===== config.mk =====
export PLATFORM = sky130hd
export DESIGN_NAME = peer_rtt_probe_table
export DESIGN_NICKNAME = d
export VERILOG_FILES = /design/src/sv/prpt_pkg.sv /design/src/sv/prpt_ctrl.sv /design/src/sv/prpt_dp.sv /design/src/sv/peer_rtt_probe_table.sv
export SDC_FILE = /design/constraint.sdc
export NUM_CORES = 2
export LEC_CHECK = 0
export ABC_AREA = 1
export BUFFER_PORTS_ARGS = -buffer_cell sky130_fd_sc_hd__buf_2
export CELL_PAD_IN_SITES_DETAIL_PLACEMENT = 1
export CELL_PAD_IN_SITES_GLOBAL_PLACEMENT = 2
export CORE_MARGIN = 2
export CORE_UTILIZATION = 45
export DETAILED_ROUTE_END_ITERATION = 10
export PLACE_DENSITY = 0.89
export SLEW_MARGIN = 20
export SYNTH_ARGS = -nofsm -noshare
export SYNTH_HDL_FRONTEND = slang
export SYNTH_HIERARCHICAL = 1
export SYNTH_SLANG_ARGS = --single-unit

===== constraint.sdc =====
create_clock -name clk -period 18.3 [get_ports clk]
set_clock_uncertainty 0.2 [all_clocks]
set_input_delay 1.83 -clock clk [delete_from_list [all_inputs] [get_ports clk]]
set_output_delay 1.83 -clock clk [all_outputs]
set_load 0.05 [all_outputs]

===== src/sv/prpt_pkg.sv =====
// ----------------------------------------------------------------------------
// prpt_pkg: shared types and constants of the peer RTT probe table
// Operation and result codes, controller states and control structs.
// ----------------------------------------------------------------------------
package prpt_pkg;

  typedef enum logic [2:0] {
    OP_TICK   = 3'd0,
    OP_PING   = 3'd1,
    OP_PONG   = 3'd2,
    OP_ADD    = 3'd3,
    OP_REMOVE = 3'd4,
    OP_CLEAR  = 3'd5,
    OP_QUERY  = 3'd6
  } op_t;

  typedef enum logic [2:0] {
    RK_NONE  = 3'd0,
    RK_PROBE = 3'd1,
    RK_PONG  = 3'd2,
    RK_RTT   = 3'd3,
    RK_QUERY = 3'd4
  } kind_t;

  typedef enum logic [1:0] {
    ST_IDLE,
    ST_SCAN,
    ST_WRITE,
    ST_OUT
  } state_t;

  localparam logic [1:0]  REG_ENABLE       = 2'd0;
  localparam logic [1:0]  REG_INTERVAL     = 2'd1;
  localparam logic [1:0]  REG_MISS_LIMIT   = 2'd2;
  localparam logic [15:0] RESET_INTERVAL   = 16'd2000;
  localparam logic [7:0]  RESET_MISS_LIMIT = 8'd5;
  localparam logic [13:0] RTT_CAP          = 14'd9999;
  localparam logic [7:0]  MISS_CAP         = 8'd255;
  localparam int          AVG_SHIFT        = 2;   // quarter weight, divide by 4

  // Commands from controller to datapath
  typedef struct packed {
    logic load;    // capture the input item, reset the scan
    logic step;    // examine one table entry
    logic commit;  // write the table and the result register
  } dp_cmd_t;

  // Status from datapath to controller
  typedef struct packed {
    logic scan_done;  // current entry is the last one needed
  } dp_stat_t;

endpackage


===== src/sv/prpt_ctrl.sv =====
// ----------------------------------------------------------------------------
// prpt_ctrl: sequencing state machine
// Takes one item, runs the table scan, commits, then holds the result.
// ----------------------------------------------------------------------------
module prpt_ctrl (
  input  logic               clk,
  input  logic               rst,
  input  logic               in_valid,
  output logic               in_ready,
  output logic               out_valid,
  input  logic               out_ready,
  output prpt_pkg::dp_cmd_t  cmd,
  input  prpt_pkg::dp_stat_t stat
);
  import prpt_pkg::*;

  state_t state, state_next;

  // State register
  always_ff @(posedge clk) begin
    if (rst) begin
      state <= ST_IDLE;
    end else begin
      state <= state_next;
    end
  end

  // Next state
  always_comb begin
    state_next = state;
    unique case (state)
      ST_IDLE:  if (in_valid) state_next = ST_SCAN;
      ST_SCAN:  if (stat.scan_done) state_next = ST_WRITE;
      ST_WRITE: state_next = ST_OUT;
      ST_OUT:   if (out_ready) state_next = ST_IDLE;
      default:  state_next = ST_IDLE;
    endcase
  end

  // Outputs
  always_comb begin
    in_ready   = 1'b0;
    out_valid  = 1'b0;
    cmd        = '0;
    unique case (state)
      ST_IDLE: begin
        in_ready = 1'b1;
        cmd.load = in_valid;
      end
      ST_SCAN:  cmd.step = 1'b1;
      ST_WRITE: cmd.commit = 1'b1;
      ST_OUT:   out_valid = 1'b1;
      default: ;
    endcase
  end

  a_no_overlap: assert property (@(posedge clk) disable iff (rst)
    !(in_ready && out_valid)) else $error("input and output open together");

  a_accept_scan: assert property (@(posedge clk) disable iff (rst)
    (in_valid && in_ready) |=> (state == ST_SCAN)) else $error("accept did not start scan");

  a_commit_once: assert property (@(posedge clk) disable iff (rst)
    cmd.commit |=> (out_valid && !cmd.commit)) else $error("commit not followed by result");

  a_hold_result: assert property (@(posedge clk) disable iff (rst)
    (out_valid && !out_ready) |=> (state == ST_OUT)) else $error("result dropped");

endmodule


===== src/sv/prpt_dp.sv =====
// ----------------------------------------------------------------------------
// prpt_dp: peer table and scan datapath
// Holds the per-slot registers, config, scan trackers and result register.
// ----------------------------------------------------------------------------
module prpt_dp #(
  parameter int PEER_SLOTS = 16
) (
  input  logic               clk,
  input  logic               rst,
  input  prpt_pkg::dp_cmd_t  cmd,
  output prpt_pkg::dp_stat_t stat,
  input  logic               cfg_we,
  input  logic [1:0]         cfg_index,
  input  logic [15:0]        cfg_data,
  input  logic [2:0]         in_op,
  input  logic [31:0]        in_now,
  input  logic [31:0]        in_ip,
  input  logic [15:0]        in_port,
  input  logic [15:0]        in_seq,
  input  logic [31:0]        in_echo,
  input  logic [15:0]        in_key,
  output logic [2:0]         r_kind,
  output logic [3:0]         r_slot,
  output logic [31:0]        r_ip,
  output logic [15:0]        r_port,
  output logic [15:0]        r_seq,
  output logic [31:0]        r_time,
  output logic [13:0]        r_rtt,
  output logic [14:0]        r_avg,
  output logic               r_reach,
  output logic               r_found
);
  import prpt_pkg::*;

  localparam int IW = $clog2(PEER_SLOTS);
  localparam int CW = $clog2(PEER_SLOTS + 1);
  localparam logic [IW-1:0] LAST_SLOT = IW'(PEER_SLOTS - 1);

  // Config
  logic        enable;
  logic [15:0] interval;
  logic [7:0]  miss_limit;

  always_ff @(posedge clk) begin
    if (rst) begin
      enable     <= 1'b0;
      interval   <= RESET_INTERVAL;
      miss_limit <= RESET_MISS_LIMIT;
    end else if (cfg_we) begin
      case (cfg_index)
        REG_ENABLE:     enable     <= cfg_data[0];
        REG_INTERVAL:   interval   <= cfg_data;
        REG_MISS_LIMIT: miss_limit <= cfg_data[7:0];
        default: ;
      endcase
    end
  end

  // Captured item
  logic [2:0]  op;
  logic [31:0] now, ip, echo;
  logic [15:0] port, seq, key;

  always_ff @(posedge clk) begin
    if (cmd.load) begin
      op   <= in_op;
      now  <= in_now;
      ip   <= in_ip;
      port <= in_port;
      seq  <= in_seq;
      echo <= in_echo;
      key  <= in_key;
    end
  end

  // Table
  logic [PEER_SLOTS-1:0] slot_active;
  logic [15:0] slot_key       [PEER_SLOTS];
  logic [31:0] slot_ip        [PEER_SLOTS];
  logic [15:0] slot_port      [PEER_SLOTS];
  logic [15:0] slot_next_seq  [PEER_SLOTS];
  logic [31:0] slot_last_send [PEER_SLOTS];
  logic [14:0] slot_avg_rtt   [PEER_SLOTS];
  logic [7:0]  slot_misses    [PEER_SLOTS];
  logic        slot_reached   [PEER_SLOTS];
  logic        slot_sent      [PEER_SLOTS];
  logic [CW-1:0] used_high_mark, round_robin_index;

  // Scan state
  logic [IW-1:0] scan_i;
  logic [CW-1:0] tries;
  logic          key_hit, ex_hit, ipm_hit, free_hit, tick_hit;
  logic [IW-1:0] key_idx, ex_idx, ipm_idx, free_idx, max_idx, tick_idx;
  logic [7:0]    max_mis;

  // Single read port
  logic [IW-1:0] rr_pos, scan_addr, sel_idx, rd_addr;
  logic          rd_act;
  logic [15:0]   rd_key, rd_port, rd_seq;
  logic [31:0]   rd_ip, rd_last;
  logic [14:0]   rd_avg;
  logic [7:0]    rd_mis;
  logic          rd_reached, rd_sent;

  always_comb begin
    rr_pos = (round_robin_index >= used_high_mark) ? '0 : round_robin_index[IW-1:0];
    scan_addr = (op == OP_TICK) ? rr_pos : scan_i;
    case (op)
      OP_TICK: sel_idx = tick_idx;
      OP_PONG: sel_idx = ex_hit ? ex_idx : ipm_idx;
      OP_ADD:  sel_idx = key_hit ? key_idx : (free_hit ? free_idx : max_idx);
      default: sel_idx = key_idx;
    endcase
    rd_addr    = cmd.commit ? sel_idx : scan_addr;
    rd_act     = slot_active[rd_addr];
    rd_key     = slot_key[rd_addr];
    rd_ip      = slot_ip[rd_addr];
    rd_port    = slot_port[rd_addr];
    rd_seq     = slot_next_seq[rd_addr];
    rd_last    = slot_last_send[rd_addr];
    rd_avg     = slot_avg_rtt[rd_addr];
    rd_mis     = slot_misses[rd_addr];
    rd_reached = slot_reached[rd_addr];
    rd_sent    = slot_sent[rd_addr];
  end

  // Scan control
  logic        need_scan, is_tick, due;
  logic [31:0] since;

  always_comb begin
    is_tick = (op == OP_TICK);
    case (op)
      OP_TICK:                      need_scan = enable && (used_high_mark != '0);
      OP_PONG:                      need_scan = enable;
      OP_ADD, OP_REMOVE, OP_QUERY:  need_scan = 1'b1;
      default:                      need_scan = 1'b0;
    endcase
    since = now - rd_last;
    due   = rd_act && (!rd_sent || since >= {16'd0, interval});
    if (!need_scan) begin
      stat.scan_done = 1'b1;
    end else if (is_tick) begin
      stat.scan_done = due || (tries == used_high_mark - CW'(1));
    end else begin
      stat.scan_done = (scan_i == LAST_SLOT);
    end
  end

  // Advance scan and track matches
  always_ff @(posedge clk) begin
    if (cmd.load) begin
      scan_i   <= '0;
      tries    <= '0;
      key_hit  <= 1'b0;
      ex_hit   <= 1'b0;
      ipm_hit  <= 1'b0;
      free_hit <= 1'b0;
      tick_hit <= 1'b0;
      key_idx  <= '0;
      ex_idx   <= '0;
      ipm_idx  <= '0;
      free_idx <= '0;
      max_idx  <= '0;
      tick_idx <= '0;
      max_mis  <= '0;
    end else if (cmd.step && need_scan) begin
      if (is_tick) begin
        tries <= tries + CW'(1);
        if (due) begin
          tick_hit <= 1'b1;
          tick_idx <= rr_pos;
        end
      end else begin
        scan_i <= scan_i + IW'(1);
        if (rd_act && rd_key == key && !key_hit) begin
          key_hit <= 1'b1;
          key_idx <= scan_i;
        end
        if (rd_act && rd_ip == ip && rd_port == port && !ex_hit) begin
          ex_hit <= 1'b1;
          ex_idx <= scan_i;
        end
        if (rd_act && rd_ip == ip && !ipm_hit) begin
          ipm_hit <= 1'b1;
          ipm_idx <= scan_i;
        end
        if (!rd_act && !free_hit) begin
          free_hit <= 1'b1;
          free_idx <= scan_i;
        end
        if (scan_i == '0 || rd_mis > max_mis) begin
          max_idx <= scan_i;
          max_mis <= rd_mis;
        end
      end
    end
  end

  // Pong sample and average
  logic [31:0] delta;
  logic [13:0] rtt;
  logic [16:0] avg_sum;
  logic [14:0] avg_new;

  always_comb begin
    delta = now - echo;
    if (delta[31]) begin
      rtt = '0;
    end else if (delta > {18'd0, RTT_CAP}) begin
      rtt = RTT_CAP;
    end else begin
      rtt = delta[13:0];
    end
    avg_sum = 17'(rtt) + 17'(rd_avg) + 17'({rd_avg, 1'b0});
    avg_new = rd_avg[14] ? {1'b0, rtt} : 15'(avg_sum >> AVG_SHIFT);
  end

  // Commit decisions
  logic do_probe, do_pong, do_add_new, do_add_upd, do_remove, do_clear;

  always_comb begin
    do_probe   = cmd.commit && is_tick && enable && tick_hit;
    do_pong    = cmd.commit && op == OP_PONG && enable && (ex_hit || ipm_hit);
    do_add_upd = cmd.commit && op == OP_ADD && key_hit;
    do_add_new = cmd.commit && op == OP_ADD && !key_hit;
    do_remove  = cmd.commit && op == OP_REMOVE && key_hit;
    do_clear   = cmd.commit && op == OP_CLEAR;
  end

  // Table writes
  always_ff @(posedge clk) begin
    if (do_probe) begin
      slot_next_seq[sel_idx]  <= rd_seq + 16'd1;
      slot_last_send[sel_idx] <= now;
      slot_sent[sel_idx]      <= 1'b1;
      if (rd_mis != MISS_CAP) slot_misses[sel_idx] <= rd_mis + 8'd1;
    end
    if (do_pong) begin
      slot_misses[sel_idx]  <= '0;
      slot_reached[sel_idx] <= 1'b1;
      slot_avg_rtt[sel_idx] <= avg_new;
    end
    if (do_add_upd || do_add_new) begin
      slot_ip[sel_idx]   <= ip;
      slot_port[sel_idx] <= port;
    end
    if (do_add_new) begin
      slot_key[sel_idx]       <= key;
      slot_next_seq[sel_idx]  <= '0;
      slot_last_send[sel_idx] <= '0;
      slot_sent[sel_idx]      <= 1'b0;
      slot_avg_rtt[sel_idx]   <= '1;
      slot_misses[sel_idx]    <= '0;
      slot_reached[sel_idx]   <= 1'b0;
    end
  end

  // Control state of the table
  always_ff @(posedge clk) begin
    if (rst) begin
      slot_active       <= '0;
      used_high_mark    <= '0;
      round_robin_index <= '0;
    end else begin
      if (cmd.step && need_scan && is_tick) begin
        round_robin_index <= CW'(rr_pos) + CW'(1);
      end
      if (do_add_new) begin
        slot_active[sel_idx] <= 1'b1;
        if (CW'(sel_idx) >= used_high_mark) used_high_mark <= CW'(sel_idx) + CW'(1);
      end
      if (do_remove) slot_active[sel_idx] <= 1'b0;
      if (do_clear) begin
        slot_active       <= '0;
        used_high_mark    <= '0;
        round_robin_index <= '0;
      end
    end
  end

  // Result register
  always_ff @(posedge clk) begin
    if (cmd.commit) begin
      r_kind  <= RK_NONE;
      r_slot  <= '0;
      r_ip    <= '0;
      r_port  <= '0;
      r_seq   <= '0;
      r_time  <= '0;
      r_rtt   <= '0;
      r_avg   <= '1;
      r_reach <= 1'b0;
      r_found <= 1'b0;
      case (op)
        OP_TICK: if (do_probe) begin
          r_kind <= RK_PROBE;
          r_slot <= 4'(sel_idx);
          r_ip   <= rd_ip;
          r_port <= rd_port;
          r_seq  <= rd_seq;
          r_time <= now;
        end
        OP_PING: if (enable) begin
          r_kind <= RK_PONG;
          r_ip   <= ip;
          r_port <= port;
          r_seq  <= seq;
          r_time <= echo;
        end
        OP_PONG: if (enable) begin
          r_kind <= RK_RTT;
          r_rtt  <= rtt;
          if (do_pong) begin
            r_slot  <= 4'(sel_idx);
            r_avg   <= avg_new;
            r_reach <= (miss_limit != '0);
            r_found <= 1'b1;
          end
        end
        OP_ADD: begin
          r_slot  <= 4'(sel_idx);
          r_found <= key_hit;
        end
        OP_REMOVE: if (key_hit) begin
          r_slot  <= 4'(sel_idx);
          r_found <= 1'b1;
        end
        OP_QUERY: begin
          r_kind <= RK_QUERY;
          if (key_hit) begin
            r_slot  <= 4'(sel_idx);
            r_avg   <= rd_avg;
            r_reach <= rd_reached && (rd_mis < miss_limit);
            r_found <= 1'b1;
          end
        end
        default: ;
      endcase
    end
  end

endmodule


===== src/sv/peer_rtt_probe_table.sv =====
// ----------------------------------------------------------------------------
// peer_rtt_probe_table: peer table with periodic probes and smoothed RTT
// Probes due peers round-robin, echoes pings, averages pong round trips.
// ----------------------------------------------------------------------------
//  channel  | direction | contents
//  s_axis   | in        | one operation item (tuser = operation)
//  m_axis   | out       | one result item per input item (tuser = result_kind)
//  cfg      | in        | register writes, no read-back
//
//  An item is accepted, then scanned, committed and sent out.
//  Key and address scans read one slot per cycle over all PEER_SLOTS slots.
//  A tick scans 1..used slots round-robin and stops at the first due peer.
//  Ping, clear and disabled operations examine no slot. Reset clears the
//  active bits, counters and enable, and restores interval and miss limit.
//  A stalled result holds the block; no new item is taken until it leaves.
// ----------------------------------------------------------------------------
module peer_rtt_probe_table #(
  parameter int PEER_SLOTS = 16
) (
  input  logic         clk,
  input  logic         rst,
  input  logic         s_tvalid,
  output logic         s_tready,
  // now_ms[31:0], peer_ip[63:32], peer_port[79:64], probe_seq[95:80],
  // echo_time[127:96], peer_key[143:128]
  input  logic [143:0] s_tdata,
  // operation[2:0]
  input  logic [2:0]   s_tuser,
  output logic         m_tvalid,
  input  logic         m_tready,
  // slot[3:0], dest_ip[35:4], dest_port[51:36], out_seq[67:52],
  // out_time[99:68], rtt_sample[113:100], rtt_avg[128:114],
  // reachable[129], found[130], zero[135:131]
  output logic [135:0] m_tdata,
  // result_kind[2:0]
  output logic [2:0]   m_tuser,
  input  logic         cfg_we,
  input  logic [1:0]   cfg_index,
  input  logic [15:0]  cfg_data
);
  import prpt_pkg::*;

  dp_cmd_t  cmd;
  dp_stat_t stat;

  logic [3:0]  r_slot;
  logic [31:0] r_ip, r_time;
  logic [15:0] r_port, r_seq;
  logic [13:0] r_rtt;
  logic [14:0] r_avg;
  logic        r_reach, r_found;

  prpt_ctrl u_ctrl (
    .clk       (clk),
    .rst       (rst),
    .in_valid  (s_tvalid),
    .in_ready  (s_tready),
    .out_valid (m_tvalid),
    .out_ready (m_tready),
    .cmd       (cmd),
    .stat      (stat)
  );

  prpt_dp #(.PEER_SLOTS(PEER_SLOTS)) u_dp (
    .clk       (clk),
    .rst       (rst),
    .cmd       (cmd),
    .stat      (stat),
    .cfg_we    (cfg_we),
    .cfg_index (cfg_index),
    .cfg_data  (cfg_data),
    .in_op     (s_tuser),
    .in_now    (s_tdata[31:0]),
    .in_ip     (s_tdata[63:32]),
    .in_port   (s_tdata[79:64]),
    .in_seq    (s_tdata[95:80]),
    .in_echo   (s_tdata[127:96]),
    .in_key    (s_tdata[143:128]),
    .r_kind    (m_tuser),
    .r_slot    (r_slot),
    .r_ip      (r_ip),
    .r_port    (r_port),
    .r_seq     (r_seq),
    .r_time    (r_time),
    .r_rtt     (r_rtt),
    .r_avg     (r_avg),
    .r_reach   (r_reach),
    .r_found   (r_found)
  );

  // Pack the result fields
  assign m_tdata = {5'd0, r_found, r_reach, r_avg, r_rtt, r_time, r_seq, r_port, r_ip, r_slot};

endmodule


==> results.md <==
- Sequential cell area fraction in the yosys report: about two thirds
- Top FF cell, synth: edfxtp_1
- Drt via density: between 5 and 6
- DRT iter0 DRCs: 7662
- Post-CTS setup buffer count: 0
- Placed Cells: roughly 13000
- Synth warnings: 6
- Arrival time of the worst setup path: roughly 11000 ps
- Vias in the first global route: 84600
- Worst slew pin tran: 1260 ps
- MaxCap Viol Count: 0
- GRT Total Usage: between 20 and 30%
- Commonest non-fill, non-tap cell in the layout: edfxtp_1
- Pwr/cell area: 183 nW/um^2
- HP Start: u_dp/free_idx[1]
- Core Area: approximately 250000 um^2
- CP peak stage delay: 830 ps
- R2r startpoint: u_dp/key_hit
- Clock Tree Root: clkbuf_16
- Resized cells post-CTS: 0
- Gpl congestion: ~0.88
- Final setup fails: 0
- Drt pass-1 iters: 7
- Slew HR: about 16%
- Worst-path maximum fanout: roughly 150
- Remaining global-route overflow: 0
- CP endpoint kind: register
- DR WL/cell: 27.2 um
- Worst IR Drop VDD: ~0.19 mV
- H-Tree Depth: 5
- Clock sink count: 2572
- Routed via count: 80700
- CTS tree: built
- Ranking of synthesized cells by area: edfxtp_1 (67%), nand2_1 (6.5%), nand3_1 (5.4%), nor2_1 (3.6%), o21ai_0 (2.6%)
- Sw Pwr: ~9.4 mW
- Hold-fix buffers at CTS: 0
- Placed inst area: about 120000 um^2
- Register share of total power: a little over a third
- Crit path kind: reg2reg
- Dpl ws: roughly 8000 ps
- RSZ-0062 raised after global routing: false
- Clk buf depth: 4
- PortBufs: between 300 and 400
- Worst EP required: 18640 ps
- Worst Setup SP: u_dp/key_hit
- Post-synth top area cell: edfxtp_1
- Comb power frac: around two fifths
- Post-synthesis compound-gate area fraction: between 7 and 8%
- Total power: around 23 mW
- Fin cells: 13600
- Crit-path most repeated cell: nand2_1
- Die H: ~500 um
- Hold_ws: roughly 260 ps
- Final slew viol count: 0
- Distinct cells, synth: 69
- Final hold viol count: 0
- Pint: ~14 mW
- Area growth, synth to finish: 12.3%
- Simple-Gate Fraction of Synth Area: between 10% and 20%
- Initial antenna violation count: 13
- Row count: between 150 and 200
- Final min period: ~11000 ps
- Status: finished clean
- Synth Area in Adders: ~1.8%
- Setup tns final: 0 ps
- Layout cells sized above 1: 9.89%
- Mux contribution to synthesized area: 0.224%
- First-pass GRT wire length: between 500000 and 600000 um
- Main combinational cell family by area after synthesis: simple AND/OR/NAND/NOR gates
- Clock latency at the later pin of the worst-skew pair: ~950 ps
- Num ports: 311
- Post-Synth XOR/XNOR Area: less than 1%
- Post-synth EDFFs: about 2500
- Mapped cell area: between 100000 and 150000 um^2
- Syn Area/Cell: 11.3 um^2
- Drt drc: 0
- Share of the synthesized area in the top cell type: roughly two thirds
- Switching share of power: about 40%
- Hold crit path type: reg2reg
- TritonCTS Buffers: 294
- Critical-path top delay cell: buf_4
- Die width: between 500 and 600 um
- Starting Density: between 40% and 50%
- Clk slew on worst S/H paths: roughly 60 ps
- Fmax: 0.0940 GHz
- Largest net degree at the start of global routing: ~210
- Most frequent cells in the layout: edfxtp_1 (2473), nand2_1 (1930), nand3_1 (1193), nor2_1 (997), inv_1 (704)
- Final period util: between 50% and 60%
- Antenna viol nets, final: 0
- Clock share of power: between 20% and 30%
- Leak: approximately 46 nW
- DRT Wirelength: between 300000 and 400000 um
- Die Area: between 200000 and 300000 um^2
- Synth Instances: just under 10000
- Fin area: approximately 130000 um^2
- Startpoint Class: register
- Util after Layout: 50.9%
- Dpl hpwl: about 210000 um
- Total Nets Final: 10400
- Final WS setup: around 7700 ps
- #FFs+latches synth: ~2600
- Post-synth ARST share: 0%
## synthesized netlist by cell type, types with 43 or more instances
cell         n
nand3_1   1194
dfxtp_1     99
buf_2      262
nand2_1   1934
buf_4       85
edfxtp_1  2473
or2_2       43
clkbuf_1   161
o32ai_1    130
o21ai_0    587
ha_1       132
nand3b_1    73
nor3_1      58
inv_1      708
o22ai_1    131
o211ai_1   111
a21oi_1    207
nor2_1    1059
nand4_1     53
## cell type report
cell class,instances,area [um^2]
clock inverters,135,1210
fillers,25700,121000
well taps,3312,4140
inverters,721,2740
flip-flops and latches,2572,76200
repair buffers,449,2700
multi-input cells,6030,30300
clock buffers,368,7900
diodes,5,12.5
## flip-flops by register name, indices dropped and copies added (netlist names), 128 cells and up, named ones only
register,cells
u_dp/slot_ip,512
u_dp/slot_last_send,512
u_dp/slot_key,256
u_dp/slot_next_seq,256
u_dp/slot_port,256
u_dp/slot_avg_rtt,240
u_dp/slot_misses,128
## kinds of logic (layout without fill, tap and decap cells)
family,Yosys count,in the layout
and+or+nand+nor,4458,4458
DFF,2572,2572
AOI/OAI and AO/OA,1339,1339
buffers and inverters,1270,1673
adders and majority gates,148,148
xor gates and xnor gates,55,55
muxes,25,25
other,1,10
## critical path, delay by kind of cell, from the launching register on
family	cells	cell delay, ps
simple gates	19	3360
buf+inv	7	3130
flops	1	740
compound gates	8	1570
xor+xnor	1	90
fa+ha+maj	2	920
## power by group through the flow
stage          logic (mW)  clock network, mW  registers [mW]
5_1_grt              9.98               5.97            8.16
2_1_floorplan        5.86                  0            8.38
3_3_place_gp         8.49                  0            8.22
6_report             9.12               5.70            8.13
3_5_place_dp         8.89                  0            8.24
4_1_cts              9.00               5.77            8.13
## path summary, 6_finish.rpt
kind                                to  slack [ps]  cells past startpoint
max          u_dp/slot_avg_rtt[15][13]        7660                     37
min                   u_dp/free_idx[1]         260                      2
max reg2reg  u_dp/slot_avg_rtt[15][13]        7660                     37
min reg2reg           u_dp/free_idx[1]         260                      2
## layer usage
metal  up-vias  wire [um]  GRT usage, %
met2      3163     181000          48.8
met3       916      22100          3.69
met4         4      18800          13.6
li1      35200          -             -
met5         -         31             0
met1     41400     148000          36.5
Power figures use the tool's default switching activity.
